### src/rtl/i2cee_pkg.sv
package i2cee_pkg;

	localparam int CFG_DATA_W = 16;

	typedef enum logic [1:0] {
		CFG_DEVICE_CONTROL   = 2'd0,
		CFG_ADDRESS_BYTES    = 2'd1,
		CFG_WRITE_WAIT_TICKS = 2'd2
	} cfg_index_t;

	typedef enum logic [1:0] {
		FUNC_TICK  = 2'd0,
		FUNC_WRITE = 2'd1,
		FUNC_READ  = 2'd2
	} func_t;

	typedef enum logic [10:0] {
		ST_IDLE   = 11'b000_0000_0001,
		ST_START1 = 11'b000_0000_0010,
		ST_CTRLW  = 11'b000_0000_0100,
		ST_ADDRH  = 11'b000_0000_1000,
		ST_ADDRL  = 11'b000_0001_0000,
		ST_DATA   = 11'b000_0010_0000,
		ST_START2 = 11'b000_0100_0000,
		ST_CTRLR  = 11'b000_1000_0000,
		ST_RX     = 11'b001_0000_0000,
		ST_STOP   = 11'b010_0000_0000,
		ST_WAIT   = 11'b100_0000_0000
	} stage_t;

	typedef struct packed {
		logic       scl_release;
		logic       sda_release;
		logic       busy_res;
		logic       done_res;
		logic       status;
		logic [7:0] read_data;
	} res_t;

endpackage

### src/rtl/i2c_eeprom_access_master.sv
// Bit-level I2C master for single-byte random writes and reads on a serial EEPROM.
// Input channel (in_valid/in_stall): each transaction is one bus tick from a
// prescaler. func selects tick, start write or start read; a command is only
// taken while idle, otherwise it counts as a plain tick. sda_in is the SDA level
// seen during the tick that just ended.
// Output channel (out_valid/out_stall): exactly one result per input transaction,
// giving the SCL and SDA open-drain levels for the next tick, busy, and on the
// finishing tick done, status and the byte read.
// Each result is registered on acceptance. One tick is accepted every cycle
// while in_stall is low; the state update is one registered bus sequencer step.
// An output register plus a one-entry skid register separate the two sides, so
// a new tick is still accepted while one result waits; in_stall rises only when
// both hold results.
// Configuration writes (cfg_write, cfg_index, cfg_data) take effect at once and
// are meant to be issued while the block is idle.
// Reset (arst_n low) returns to idle with the bus released and restores the
// default control byte, two address bytes and the default program-time wait.
module i2c_eeprom_access_master
	import i2cee_pkg::*;
(
	input  logic                  clk,
	input  logic                  arst_n,
	input  logic                  cfg_write,
	input  logic [1:0]            cfg_index,
	input  logic [CFG_DATA_W-1:0] cfg_data,
	input  logic                  in_valid,
	output logic                  in_stall,
	input  logic [1:0]            func,
	input  logic [15:0]           mem_address,
	input  logic [7:0]            write_data,
	input  logic                  sda_in,
	output logic                  out_valid,
	input  logic                  out_stall,
	output logic                  scl_release,
	output logic                  sda_release,
	output logic                  busy_res,
	output logic                  done_res,
	output logic                  status,
	output logic [7:0]            read_data
);

	logic [7:0]  device_control_q;
	logic [1:0]  address_bytes_q;
	logic [15:0] write_wait_ticks_q;

	stage_t      stage_q;
	logic        half_q;
	logic [3:0]  tick_q;
	logic [7:0]  shift_q;
	logic [15:0] saved_address_q;
	logic [7:0]  saved_data_q;
	logic        is_read_q;
	logic        nack_seen_q;
	logic [15:0] wait_count_q;

	stage_t      n_stage;
	logic        n_half;
	logic [3:0]  n_tick;
	logic [7:0]  n_shift;
	logic [15:0] n_saved_address;
	logic [7:0]  n_saved_data;
	logic        n_is_read;
	logic        n_nack_seen;
	logic [15:0] n_wait_count;
	logic        enter;
	stage_t      target;
	logic        finish;
	res_t        n_res;

	res_t        res_q;
	res_t        skid_q;
	logic        out_valid_q;
	logic        skid_valid_q;

	logic        in_acc;
	logic        out_take;

	assign in_stall  = skid_valid_q;
	assign out_valid = out_valid_q;
	assign in_acc    = in_valid && !in_stall;
	assign out_take  = out_valid_q && !out_stall;

	always_ff @(posedge clk or negedge arst_n) begin
		if (!arst_n) begin
			device_control_q   <= 8'd160;
			address_bytes_q    <= 2'd2;
			write_wait_ticks_q <= 16'd16667;
		end else if (cfg_write) begin
			case (cfg_index)
				CFG_DEVICE_CONTROL:   device_control_q   <= cfg_data[7:0];
				CFG_ADDRESS_BYTES:    address_bytes_q    <= cfg_data[1:0];
				CFG_WRITE_WAIT_TICKS: write_wait_ticks_q <= cfg_data[15:0];
				default: ;
			endcase
		end
	end

	// Sequencer step: next state for one tick, then the bus levels it implies.
	always_comb begin
		n_stage         = stage_q;
		n_half          = half_q;
		n_tick          = tick_q;
		n_shift         = shift_q;
		n_saved_address = saved_address_q;
		n_saved_data    = saved_data_q;
		n_is_read       = is_read_q;
		n_nack_seen     = nack_seen_q;
		n_wait_count    = wait_count_q;
		enter           = 1'b0;
		target          = ST_IDLE;
		finish          = 1'b0;

		case (stage_q)
			ST_IDLE: begin
				if (func == FUNC_WRITE || func == FUNC_READ) begin
					n_saved_address = mem_address;
					n_saved_data    = write_data;
					n_is_read       = (func == FUNC_READ);
					n_nack_seen     = 1'b0;
					enter           = 1'b1;
					target          = ST_START1;
				end
			end
			ST_START1, ST_START2, ST_STOP: begin
				if (tick_q < 4'd2) begin
					n_tick = tick_q + 4'd1;
				end else if (stage_q == ST_START1) begin
					enter  = 1'b1;
					target = ST_CTRLW;
				end else if (stage_q == ST_START2) begin
					enter  = 1'b1;
					target = ST_CTRLR;
				end else if (!is_read_q && !nack_seen_q) begin
					n_wait_count = write_wait_ticks_q;
					enter        = 1'b1;
					target       = ST_WAIT;
				end else begin
					finish = 1'b1;
				end
			end
			ST_CTRLW, ST_ADDRH, ST_ADDRL, ST_DATA, ST_CTRLR, ST_RX: begin
				if (!half_q) begin
					n_half = 1'b1;
				end else if (!tick_q[3]) begin
					if (stage_q == ST_RX)
						n_shift = {shift_q[6:0], sda_in};
					n_tick = tick_q + 4'd1;
					n_half = 1'b0;
				end else begin
					// Ninth bit: acknowledge slot; only the first control byte is checked.
					enter = 1'b1;
					case (stage_q)
						ST_CTRLW: begin
							if (sda_in) begin
								n_nack_seen = 1'b1;
								target      = ST_STOP;
							end else begin
								target = (address_bytes_q == 2'd1) ? ST_ADDRL : ST_ADDRH;
							end
						end
						ST_ADDRH: target = ST_ADDRL;
						ST_ADDRL: target = is_read_q ? ST_START2 : ST_DATA;
						ST_CTRLR: target = ST_RX;
						default:  target = ST_STOP;
					endcase
				end
			end
			ST_WAIT: begin
				if (wait_count_q == 16'd0)
					finish = 1'b1;
				else
					n_wait_count = wait_count_q - 16'd1;
			end
			default: begin
				enter  = 1'b1;
				target = ST_IDLE;
			end
		endcase

		if (finish) begin
			enter  = 1'b1;
			target = ST_IDLE;
		end

		if (enter) begin
			n_stage = target;
			n_half  = 1'b0;
			n_tick  = 4'd0;
			case (target)
				ST_CTRLW: n_shift = {device_control_q[7:1], 1'b0};
				ST_ADDRH: n_shift = n_saved_address[15:8];
				ST_ADDRL: n_shift = n_saved_address[7:0];
				ST_DATA:  n_shift = n_saved_data;
				ST_CTRLR: n_shift = {device_control_q[7:1], 1'b1};
				ST_RX:    n_shift = 8'd0;
				default:  ;
			endcase
		end

		n_res.done_res  = finish;
		n_res.status    = finish && nack_seen_q;
		n_res.read_data = (finish && is_read_q && !nack_seen_q) ? shift_q : 8'd0;
		n_res.busy_res  = (n_stage != ST_IDLE);

		case (n_stage)
			ST_START1, ST_START2: begin
				n_res.scl_release = (n_tick != 4'd0);
				n_res.sda_release = (n_tick != 4'd2);
			end
			ST_STOP: begin
				n_res.scl_release = (n_tick != 4'd0);
				n_res.sda_release = (n_tick == 4'd2);
			end
			ST_CTRLW, ST_ADDRH, ST_ADDRL, ST_DATA, ST_CTRLR: begin
				n_res.scl_release = n_half;
				n_res.sda_release = n_tick[3] ? 1'b1 : n_shift[~n_tick[2:0]];
			end
			ST_RX: begin
				n_res.scl_release = n_half;
				n_res.sda_release = 1'b1;
			end
			default: begin
				n_res.scl_release = 1'b1;
				n_res.sda_release = 1'b1;
			end
		endcase
	end

	always_ff @(posedge clk or negedge arst_n) begin
		if (!arst_n) begin
			stage_q         <= ST_IDLE;
			half_q          <= 1'b0;
			tick_q          <= 4'd0;
			shift_q         <= 8'd0;
			saved_address_q <= 16'd0;
			saved_data_q    <= 8'd0;
			is_read_q       <= 1'b0;
			nack_seen_q     <= 1'b0;
			wait_count_q    <= 16'd0;
		end else if (in_acc) begin
			stage_q         <= n_stage;
			half_q          <= n_half;
			tick_q          <= n_tick;
			shift_q         <= n_shift;
			saved_address_q <= n_saved_address;
			saved_data_q    <= n_saved_data;
			is_read_q       <= n_is_read;
			nack_seen_q     <= n_nack_seen;
			wait_count_q    <= n_wait_count;
		end
	end

	always_ff @(posedge clk or negedge arst_n) begin
		if (!arst_n) begin
			out_valid_q  <= 1'b0;
			skid_valid_q <= 1'b0;
		end else begin
			if (!out_valid_q || out_take) begin
				if (skid_valid_q) begin
					out_valid_q  <= 1'b1;
					skid_valid_q <= 1'b0;
				end else begin
					out_valid_q <= in_acc;
				end
			end else if (in_acc) begin
				skid_valid_q <= 1'b1;
			end
		end
	end

	always_ff @(posedge clk) begin
		if (!out_valid_q || out_take) begin
			if (skid_valid_q)
				res_q <= skid_q;
			else if (in_acc)
				res_q <= n_res;
		end else if (in_acc) begin
			skid_q <= n_res;
		end
	end

	assign scl_release = res_q.scl_release;
	assign sda_release = res_q.sda_release;
	assign busy_res    = res_q.busy_res;
	assign done_res    = res_q.done_res;
	assign status      = res_q.status;
	assign read_data   = res_q.read_data;

`ifndef SYNTHESIS
	// The skid entry is only ever filled behind a held output register.
	assert property (@(posedge clk) disable iff (!arst_n)
		skid_valid_q |-> out_valid_q)
		else $error("skid entry holds a result while the output register is empty");

	assert property (@(posedge clk) disable iff (!arst_n)
		(in_acc && out_valid_q && out_stall) |=> (skid_valid_q && out_valid_q))
		else $error("transaction accepted behind a stalled result was not kept");

	assert property (@(posedge clk) disable iff (!arst_n)
		(out_valid_q && done_res) |-> !busy_res)
		else $error("finishing result still reports busy");

	assert property (@(posedge clk) disable iff (!arst_n)
		(out_valid_q && (status || read_data != 8'd0)) |-> done_res)
		else $error("status or read data reported without done");

	assert property (@(posedge clk) disable iff (!arst_n)
		(stage_q == ST_WAIT) |-> (!is_read_q && !nack_seen_q))
		else $error("program-time wait entered after a read or a refused control byte");
`endif

endmodule

### config.mk
export PLATFORM = sky130hd
export DESIGN_NAME = i2c_eeprom_access_master
export DESIGN_NICKNAME = d
export VERILOG_FILES = /design/src/rtl/i2cee_pkg.sv /design/src/rtl/i2c_eeprom_access_master.sv
export SDC_FILE = /design/constraint.sdc
export NUM_CORES = 1
export LEC_CHECK = 0
export ABC_CLOCK_PERIOD_IN_PS = 4600
export CAP_MARGIN = 5
export CELL_PAD_IN_SITES_DETAIL_PLACEMENT = 1
export CELL_PAD_IN_SITES_GLOBAL_PLACEMENT = 1
export CORE_ASPECT_RATIO = 0.7
export CORE_UTILIZATION = 55
export CTS_CLUSTER_DIAMETER = 200
export CTS_CLUSTER_SIZE = 28
export DETAILED_ROUTE_END_ITERATION = 7
export DONT_BUFFER_PORTS = 1
export PLACE_DENSITY_LB_ADDON = 0.1
export SYNTH_ARGS = -nofsm -noshare
export SYNTH_HDL_FRONTEND = slang
export SYNTH_SLANG_ARGS = --single-unit
export TNS_END_PERCENT = 100
### constraint.sdc
create_clock -name clk -period 4.6 [get_ports clk]
set_input_delay 1.38 -clock clk [delete_from_list [all_inputs] [get_ports clk]]
set_output_delay 1.38 -clock clk [all_outputs]
set_load 0.005 [all_outputs]
==> metrics, run 1 <==
Req. time, crit path=4.74 ns; final hold violations=0; Die ar.=around 0.012 mm^2; Critical Path AT=3.98 ns; R2R Setup Slk=0.90 ns; TritonRoute pass-1 iters=4; Synthesis Warnings=0; clock latency on the worst-skew pair=0.42 ns; clk buf depth=2; die height=between 90 and 100 um; H-tree depth=4; setup bufs post-CTS=0; status=completed; clock skew=0.009022 ns; Nets=651; 1st-iter DRT viols=approximately 380; final period utilization=83.44%; Filler cells=between 1000 and 1500; net count of the mapped netlist=655; Slowest-stage cell, CP=a2111oi_0; largest net degree at the start of global routing=94; largest area contributor in the netlist=dfrtp_1; Async S/R FF share, synth=around four fifths; CP max stage delay=0.58 ns; CTS Buf Count=17; crit path cell chain=inv_1, ha_1, nor4_4, buf_4, mux2i_1, o22ai_1, a2111oi_0, and3_1, o21ai_0, nand4_1, a31oi_1; Std-Cell Rows=32; achievable frequency=260.5 MHz; share of cells above drive strength 1=21.18%; syn_area_per_cell=10.68 um^2; main flop type after synthesis=dfrtp_1; max-slew violation count=0; clock tree sinks=119; Distinct cells, synth=66; Setup-failing EPs final=0; Max transition margin=22.69%; PortBufs=0; initial antenna violation count=0; # IOs=65; clk slew on worst S/H paths=0.06 ns; core area=0.01117 mm^2; remaining antenna violation count=0; final worst path period need=between 3 and 4 ns; Finished Layout Cells=762; synth top area cells=dfrtp_1, mux2_2, edfxtp_1, mux2i_1, dfstp_2; setup TNS=0 ns; critical path startpoint category=input pin; Post-Synthesis Cells=600; Seq cells post-synth=119; Pleak=approximately 0.0029 uW; peak supply drop=0.2968 mV; routed vias=a little under 5000; vias in the first global route=around 5200; worst-margin pin slew=1.157 ns; peak fanout along the critical path=24; GPL Wtd Cong=0.9097; Yosys top cell area share=between 30% and 40%; # diodes=0; Setup CP Type=input pin to flip-flop; P&R area growth vs syn=10.57%; detailed placer's ending HPWL=12.75 mm; Netlist Area Pre-Place=0.006406 mm^2; register area share after synthesis=48.71%; RSZ-0062 raised after global routing=false; post-CTS resize count=0; Power Dens Cells=between 500 and 600 mW/mm^2; root buffer cell=clkbuf_16; max-cap violations=0; Hold Crit Class=flip-flop to flip-flop; Buf/Inv on CP=2; Initial Utilization=about 57%; Via-to-Cell Ratio=about 6.5; gr usage total=32.72%; aggregate routed wire length=17.99 mm; dpl cells=730; residual DRC count=0; die width=approximately 130 um; Setup crit end kind=flip-flop; TritonCTS clock tree=done; Top delay family on crit path=compound AO/OA/AOI/OAI gates; Post-synth EDFFs=26; # hold bufs at CTS=0; drt wl/cell=~24 um; GRT overflow=0; first-pass GRT wire length=28.97 mm
==> logic make-up after synthesis <==
family / after synthesis / synth area share [%]
mux: 100 / 16.99
fa+ha+maj: 5 / 0.9766
compound gates: 121 / 11.84
xor+xnor: 5 / 0.8008
flops: 119 / 48.71
simple gates: 209 / 17.60
buf+inv: 41 / 3.086
==> placed cells by master, fill, tap and decap left out, types with 11 or more instances in the layout <==
cell type | synthesis | layout
a21oi_1 | 21 | 21
and2_1 | 14 | 14
clkbuf_16 | 0 | 18
dfrtp_1 | 83 | 83
edfxtp_1 | 26 | 26
mux2_2 | 70 | 70
mux2i_1 | 30 | 30
nand2_1 | 53 | 53
nand3_1 | 14 | 14
nor2_1 | 42 | 42
nor3_1 | 18 | 18
o21ai_0 | 43 | 43
o22ai_1 | 11 | 11
==> final timing paths <==
| check | end | cells after the start | start |
|---|---|---|---|
| worst min register to register | saved_address_q[4]$_DFFE_PN0P_ | 1 | saved_address_q[4]$_DFFE_PN0P_ |
| min in group asynchronous | write_wait_ticks_q[11]$_DFFE_PN0P_ | 0 | arst_n |
| max in group asynchronous | device_control_q[7]$_DFFE_PN1P_ | 0 | arst_n |
| worst max-delay path | sda_release$_DFFE_PP_ | 11 | func[0] |
| worst max register to register | sda_release$_DFFE_PP_ | 10 | stage_q[1]$_DFFE_PN0P_ |
| worst min-delay path | saved_address_q[4]$_DFFE_PN0P_ | 1 | saved_address_q[4]$_DFFE_PN0P_ |
==> per-layer routing <==
metal  GRT usage (%)  share of wire [%]  vias up
li1                -                  -     2232
met1           45.24                 46     2541
met2           49.82                 46      151
met3           8.088                6.0       30
met4           11.97                1.7        0
met5               0                  0        -
==> area by class of cell <==
cell class | instances | area [um^2] | share of cell area (%)
multi-input combinational | 440 | 3088 | 43.60
timing repair buffer | 10 | 75.07 | 1.060
clock buffer | 23 | 489.2 | 6.907
inverter | 8 | 30.03 | 0.4240
sequential | 119 | 3120 | 44.06
tap | 153 | 191.4 | 2.703
clock inverter | 9 | 88.84 | 1.254
==> metrics by stage <==
stage	utilization [%]	hold WS [ns]	instance area, um^2	setup WS, ns	power [uW]
2_1_floorplan	-	0.4578	6406	0.8054	2026
4_1_cts	63.41	0.5124	7083	0.7606	3562
5_1_grt	63.41	0.5216	7083	0.6432	3698
6_report	63.41	0.5101	7083	0.7615	3558
3_3_place_gp	58.23	0.4868	6505	0.5596	2176
3_5_place_dp	58.23	0.4993	6505	0.3662	2249
==> synth_stat cells, types with 3 or more instances <==
master	instances
dfrtp_1	83
mux2_2	70
nand2_1	53
o21ai_0	43
nor2_1	42
mux2i_1	30
edfxtp_1	26
a21oi_1	21
clkbuf_1	21
nor3_1	18
and2_1	14
nand3_1	14
o22ai_1	11
dfstp_2	10
nand4_1	10
a211oi_1	8
inv_1	8
buf_2	7
nor2b_1	7
nor4_1	7
o2bb2ai_1	7
or3_1	6
and3_1	5
and4_1	5
ha_1	5
nand2b_1	4
nor3b_1	4
xor2_1	4
a22oi_1	3
buf_6	3
nand3b_1	3
o211ai_1	3
o21ai_1	3
==> flip-flops by register name, indices dropped and copies added (netlist names) <==
name	count
done_res	1
stage_q	11
shift_q	8
address_bytes_q	2
saved_data_q	8
tick_q	4
sda_release	1
busy_res	1
in_stall	1
read_data	8
is_read_q	1
nack_seen_q	1
out_valid	1
half_q	1
wait_count_q	16
status	1
skid_q	13
device_control_q	7
write_wait_ticks_q	16
saved_address_q	16
scl_release	1
==> power by group <==
group | internal, uW | switching [uW] | total, uW | leakage (uW)
clock network | 807 | 498 | 1300 | 0.000280
registers | 1300 | 162 | 1470 | 0.00141
logic | 361 | 428 | 788 | 0.00119
total | 2470 | 1090 | 3560 | 0.00288
No activity file was read; power rests on OpenSTA's default activity.
==> run 2: changes to the inputs <==
--- a/config.mk
+++ b/config.mk
@@ -5,12 +5,12 @@
 export SDC_FILE = /design/constraint.sdc
 export NUM_CORES = 1
 export LEC_CHECK = 0
-export ABC_CLOCK_PERIOD_IN_PS = 4600
+export ABC_CLOCK_PERIOD_IN_PS = 3310
 export CAP_MARGIN = 5
 export CELL_PAD_IN_SITES_DETAIL_PLACEMENT = 1
 export CELL_PAD_IN_SITES_GLOBAL_PLACEMENT = 1
 export CORE_ASPECT_RATIO = 0.7
-export CORE_UTILIZATION = 55
+export CORE_UTILIZATION = 46
 export CTS_CLUSTER_DIAMETER = 200
 export CTS_CLUSTER_SIZE = 28
 export DETAILED_ROUTE_END_ITERATION = 7
==> constraint.sdc (replaced) <==
create_clock -name clk -period 3.31 [get_ports clk]
set_input_delay 0.993 -clock clk [delete_from_list [all_inputs] [get_ports clk]]
set_output_delay 0.993 -clock clk [all_outputs]
set_load 0.005 [all_outputs]
==> run 2 against run 1 <==
Net effect: the run now ends with negative setup slack left; design area rose by 11%; sequential share of layout area shrank 4.5 points; die area up 19%; critical endpoint unchanged.
==> metrics, run 2 (same netlist as run 1, synthesis figures left out) <==
status=finished with violations; failing checks=negative setup slack; Top delay family on crit path=simple AND/OR/NAND/NOR gates; Power Dens Cells=between 600 and 700 mW/mm^2; # IOs=65; P&R area growth vs syn=23.14%; Initial Utilization=47.96%; max-slew violation count=0; Final WS setup=-0.002079 ns; multi-input logic area=~0.0033 mm^2; Filler cells=approximately 1400; Largest regs=saved_address_q (16), wait_count_q (16), write_wait_ticks_q (16); worst setup path start=stage_q[0]$_DFFE_PN1P_; R2R Setup Slk=-0.002 ns; die height=100.7 um; Die ar.=between 0.01 and 0.015 mm^2; Critical Path AT=3.46 ns; largest net degree at the start of global routing=94; first-pass GRT wire length=30.48 mm; Reg-to-Reg End=sda_release$_DFFE_PP_; Via-to-Cell Ratio=roughly 6.1; # diodes=0; max-cap violations=0; commonest non-fill, non-tap cells in the layout=dfrtp_1, mux2_2, buf_4; Setup-failing EPs final=1; clock tree sinks=119; GRT overflow=0; Setup WS pre-CTS=-0.2978 ns; H-tree depth=4; Hold Crit Class=input pin to async pin; peak supply drop=0.4180 mV; crit path cell chain=or4b_4, nor4_4, buf_6, clkbuf_16, buf_4, mux2i_1, o22ai_1, a211oi_2, mux2i_1, or3_1, nand4_1, a31oi_1; final period utilization=100.1%; detailed placer's ending HPWL=roughly 14 mm; clk buf depth=2; remaining antenna violation count=0; 1st-iter DRT viols=418; core area=0.01336 mm^2; residual DRC count=0; aggregate routed wire length=~20 mm; launch point of the worst reg-to-reg path=stage_q[0]$_DFFE_PN1P_; drt wl/cell=23.39 um; Setup CP Type=flip-flop to flip-flop; critical path startpoint category=flip-flop; Setup crit end kind=flip-flop; setup TNS=-0.002079 ns; leading cell type in the layout, fill and taps excluded=dfrtp_1; share of cells above drive strength 1=34.72%; root buffer cell=clkbuf_16; Reg area=0.003124 mm^2; RSZ-0062 raised after global routing=true; Reg2Reg Depth=12; achievable frequency=approximately 300 MHz; gr usage total=about 29%; peak fanout along the critical path=5; CP Depth=12; PortBufs=0; worst-margin pin slew=0.6984 ns; Buf/Inv on CP=3; die width=143.1 um; vias in the first global route=5403; Std-Cell Rows=35; # hold bufs at CTS=0; routed vias=5235; TritonRoute pass-1 iters=4; Post-Route Utilization=around three fifths; clock latency on the worst-skew pair=0.43 ns; CP most frequent cell=mux2i_1; Pleak=0.003262 uW; CTS Buf Count=17; GPL Wtd Cong=approximately 0.91; final hold violations=0; CP max stage delay=0.57 ns; final worst path period need=3.312 ns; Req. time, crit path=3.46 ns; Max transition margin=53.27%; clock skew=0.01095 ns; clk slew on worst S/H paths=0.06 ns; TritonCTS clock tree=done; Critical Path End=sda_release$_DFFE_PP_; Slowest-stage cell, CP=dfstp_2; initial antenna violation count=0; Nets=716
run 2: cell count changes in the layout (fill, tap and decap cells not counted), sizes merged:
cell / before / now
clkinvlp: 2 / 1
clkbuf: 23 / 20
clkinv: 2 / 4
inv: 12 / 15
buf: 10 / 74
run 2: area by class of cell:
cell class	instances	area share, %
inverter	8	0.3807
multi-input combinational	440	41.63
tap	185	2.934
clock inverter	13	1.713
clock buffer	19	5.757
timing repair buffer	75	7.978
sequential	119	39.60
run 2: repair_timing:
| item | 4_1_cts | 5_1_grt |
|---|---|---|
| gates cloned | 1 | 1 |
| pin swaps | 1 | 8 |
| setup buffers | 3 | 8 |
| endpoints found under the setup margin | 2 | 4 |
| resized for setup | 4 | 42 |
run 2: worst min-delay path by stage:
| stage | startpoint | to | slack (ns) | depth (start not counted) |
|---|---|---|---|---|
| 4_1_cts | arst_n | wait_count_q[4]$_DFFE_PN0P_ | 0.25 | 0 |
| 6_report | arst_n | write_wait_ticks_q[11]$_DFFE_PN0P_ | 0.26 | 0 |
| 5_1_grt | arst_n | write_wait_ticks_q[11]$_DFFE_PN0P_ | 0.24 | 0 |
| 2_1_floorplan | shift_q[7]$_DFFE_PN0P_ | shift_q[7]$_DFFE_PN0P_ | 0.46 | 2 |
| 3_3_place_gp | saved_address_q[15]$_DFFE_PN0P_ | saved_address_q[15]$_DFFE_PN0P_ | 0.49 | 1 |
| 3_5_place_dp | saved_data_q[1]$_DFFE_PN0P_ | saved_data_q[1]$_DFFE_PN0P_ | 0.49 | 1 |
run 2: worst register-to-register path: cells and delay by family (launching register included):
family                 cells  cell delay [ns]
flip-flops                 1             0.57
buffers and inverters      3             0.46
AO/OA/AOI/OAI              3             0.44
AND/OR/NAND/NOR            4             1.27
multiplexers               2             0.30
run 2: per-layer routing:
layer  part of all wire [%]  global-route usage [%]  wire [um]
met4                    2.0                   8.271        405
met3                    6.6                   9.121       1329
met5                      0                       0          0
met2                     46                   44.95       9211
met1                     46                   38.86       9145
run 2: where the power goes:
part	switching [uW]	internal (uW)
Clock	767	1100
Combinational	726	821
Sequential	223	1810
run 2: metrics by stage:
| step | power, uW | std cells | instance area (um^2) | hold WS (ns) |
|---|---|---|---|---|
| 6_report | 5449 | 859 | 7889 | 0.2574 |
| 2_1_floorplan | 2819 | 600 | 6406 | 0.4578 |
| 3_5_place_dp | 3293 | 814 | 6948 | 0.4933 |
| 4_1_cts | 5230 | 850 | 7609 | 0.2534 |
| 5_1_grt | 5671 | 859 | 7889 | 0.2438 |
| 3_3_place_gp | 3215 | 814 | 6948 | 0.4869 |
==> run 3: changes to the inputs <==
--- a/config.mk
+++ b/config.mk
@@ -5,12 +5,13 @@
 export SDC_FILE = /design/constraint.sdc
 export NUM_CORES = 1
 export LEC_CHECK = 0
+export ABC_AREA = 1
 export ABC_CLOCK_PERIOD_IN_PS = 3310
 export CAP_MARGIN = 5
 export CELL_PAD_IN_SITES_DETAIL_PLACEMENT = 1
 export CELL_PAD_IN_SITES_GLOBAL_PLACEMENT = 1
 export CORE_ASPECT_RATIO = 0.7
-export CORE_UTILIZATION = 46
+export CORE_UTILIZATION = 43
 export CTS_CLUSTER_DIAMETER = 200
 export CTS_CLUSTER_SIZE = 28
 export DETAILED_ROUTE_END_ITERATION = 7
==> run 3 against run 2 <==
Net effect: the flow finishes with violations (design-rule violations); clock power about the same; routed wire length up 9.5%; count of clock-buffer cells in the layout down 2; synthesized cell count up 48%; largest cell class is now registers; flip-flop and latch count unchanged; sequential share of layout area up 0.86 points; first-iteration DRC count up 17%; synthesized area up 5.6%; final cell count up 30%; global-route usage up 0.13 points; worst setup slack better by 0.33 ns.
==> metrics, run 3 <==
status=finished with violations; failing checks=design-rule violations; max-slew violation count=0; achievable frequency=between 300 and 400 MHz; Distinct cells, synth=44; largest area contributor in the netlist=dfrtp_1; Largest regs=saved_address_q (16), wait_count_q (16), write_wait_ticks_q (16); # hold bufs at CTS=0; RSZ-0062 raised after global routing=false; first-pass GRT wire length=roughly 36 mm; top post-synthesis cells by count=nand2_1, inv_1, nor2_1, o21ai_0, dfrtp_1; Max transition margin=49.56%; GPL Wtd Cong=between 0.9 and 1; final hold violations=0; multi-input logic area=0.003114 mm^2; net count of the mapped netlist=940; leading cell type in the layout, fill and taps excluded=nand2_1; worst hold margin=0.2571 ns; Setup-failing EPs final=0; TritonRoute pass-1 iters=7; TritonCTS clock tree=done; dpl cells=1081; core area=0.01505 mm^2; die height=106.9 um; Yosys top cell area share=30.71%; remaining antenna violation count=0; # diodes=0; Die ar.=between 0.015 and 0.02 mm^2; clk slew on worst S/H paths=0.06 ns; Finished Layout Cells=1113; initial antenna violation count=1; clock tree sinks=119; launch point of the worst reg-to-reg path=stage_q[10]$_DFFE_PN0P_; cell with the most instances after synthesis=nand2_1; share of cells above drive strength 1=between 10% and 20%; clock skew=0.007990 ns; commonest non-fill, non-tap cells in the layout=nand2_1, inv_1, nor2_1; peak supply drop=0.4154 mV; max-cap violations=0; drt wl/cell=19.77 um; peak fanout along the critical path=37; Via-to-Cell Ratio=5.588; Std-Cell Rows=37; main flop type after synthesis=dfrtp_1; PortBufs=0; vias in the first global route=6602; Reg-to-Reg End=sda_release$_DFFE_PP_; P&R area growth vs syn=14.02%; root buffer cell=clkbuf_16; detailed placer's ending HPWL=about 17 mm; Setup crit end kind=flip-flop; largest net degree at the start of global routing=94; Setup CP Type=flip-flop to flip-flop; total power=5356 uW; post-CTS resize count=0; Synthesis Warnings=0; H-tree depth=4; register area share after synthesis=46.13%; Req. time, crit path=about 3.5 ns; Initial Utilization=44.96%; Hold Crit Class=input pin to async pin; Reg area=approximately 0.0031 mm^2; R2R Setup Slk=about 0.33 ns; residual DRC count=2; Seq cells post-synth=approximately 120; # IOs=65; gr usage total=29.07%; CTS Buf Count=17; Filler cells=1881; synth top area cells=dfrtp_1, edfxtp_1, nand2_1, o21ai_0, inv_1; clock latency on the worst-skew pair=0.43 ns; Async S/R FF share, synth=78.15%; critical path startpoint category=flip-flop; 1st-iter DRT viols=a little under 500; post-route cell area=0.007712 mm^2; Post-synth EDFFs=26; final period utilization=90.09%; dpl cell area=0.007123 mm^2; Netlist Area Pre-Place=a little under 0.007 mm^2; syn_area_per_cell=7.643 um^2; die width=between 150 and 200 um; final worst path period need=2.982 ns; setup bufs post-CTS=0; Power Dens Cells=approximately 690 mW/mm^2; routed vias=6219; Post-Synthesis Cells=885; aggregate routed wire length=22.00 mm; Critical Path AT=3.17 ns; Pleak=roughly 0.0036 uW; GRT overflow=0; worst-margin pin slew=0.7544 ns; Reg2Reg Depth=17; Nets=960; clk buf depth=2
[run 3: cell count changes in the layout (fill, tap and decap cells not counted), sizes merged, moves of 8 or more]
cell	before	now
buf	74	28
mux2i	30	0
nand2	53	210
inv	15	117
mux2	70	15
a31oi	2	16
and2	14	1
o2bb2ai	8	0
nand3	14	74
o21ai	46	96
nor2	42	124
[run 3: through the flow]
stage	utilization, %	setup slack (ns)	setup TNS [ns]
2_1_floorplan	-	0.3152	0
3_3_place_gp	47.34	-0.01567	-0.01567
3_5_place_dp	47.34	-0.05501	-0.05501
4_1_cts	51.19	0.2030	0
5_1_grt	51.26	0.02297	0
6_report	51.26	0.3281	0
[run 3: layout make-up]
type / count / area share (%)
clock buffer: 17 / 5.516
sequential: 119 / 40.46
tap: 195 / 3.164
inverter: 115 / 5.597
multi-input combinational: 624 / 40.38
clock inverter: 15 / 1.995
timing repair buffer: 28 / 2.888
[run 3: cells by family (layout without fill, tap and decap cells)]
group | after synthesis | after routing | share of synthesized area [%]
mux | 15 | 15 | 2.497
buf+inv | 142 | 175 | 8.009
flops | 119 | 119 | 46.13
xor+xnor | 11 | 11 | 1.424
fa+ha+maj | 5 | 5 | 0.9249
compound gates | 160 | 160 | 13.06
simple gates | 433 | 433 | 27.95
[run 3: per-layer routing]
layer  wire [um]  part of all wire, %  track usage [%]
met2        9386                   43            44.05
met3        1509                  6.9            8.569
met5           8                0.036                0
met4         505                  2.3            10.57
met1       10590                   48            39.47
[run 3: critical path: stages, from the launching register on]
cell and delay (ns):
dfrtp_1 0.47, nor2_2 0.13, nand2_2 0.13, nor2_4 0.21, nand3_1 0.18, buf_12 0.22, nor2_1 0.11, a21oi_1 0.08
nand3_1 0.09, nand3_1 0.07, nor2_1 0.39, nand3_1 0.17, nand3_1 0.13, nand3_1 0.09, nand3_1 0.09, nand3_1 0.07
nand2_1 0.07, inv_1 0.04
[run 3: how the worst max path moves through the flow]
stage / from / end / slack [ns]
6_report: stage_q[10]$_DFFE_PN0P_ / sda_release$_DFFE_PP_ / 0.33
4_1_cts: stage_q[7]$_DFFE_PN0P_ / sda_release$_DFFE_PP_ / 0.20
5_1_grt: stage_q[0]$_DFFE_PN1P_ / scl_release$_DFFE_PP_ / 0.02
3_3_place_gp: func[0] / sda_release$_DFFE_PP_ / -0.02
2_1_floorplan: func[0] / sda_release$_DFFE_PP_ / 0.32
3_5_place_dp: func[0] / sda_release$_DFFE_PP_ / -0.06
[run 3: power breakdown]
group          switching [uW]  total (uW)  internal [uW]
registers                 254        2150           1890
logic                     895        1360            466
clock network             742        1850           1110
total                    1890        5360           3470
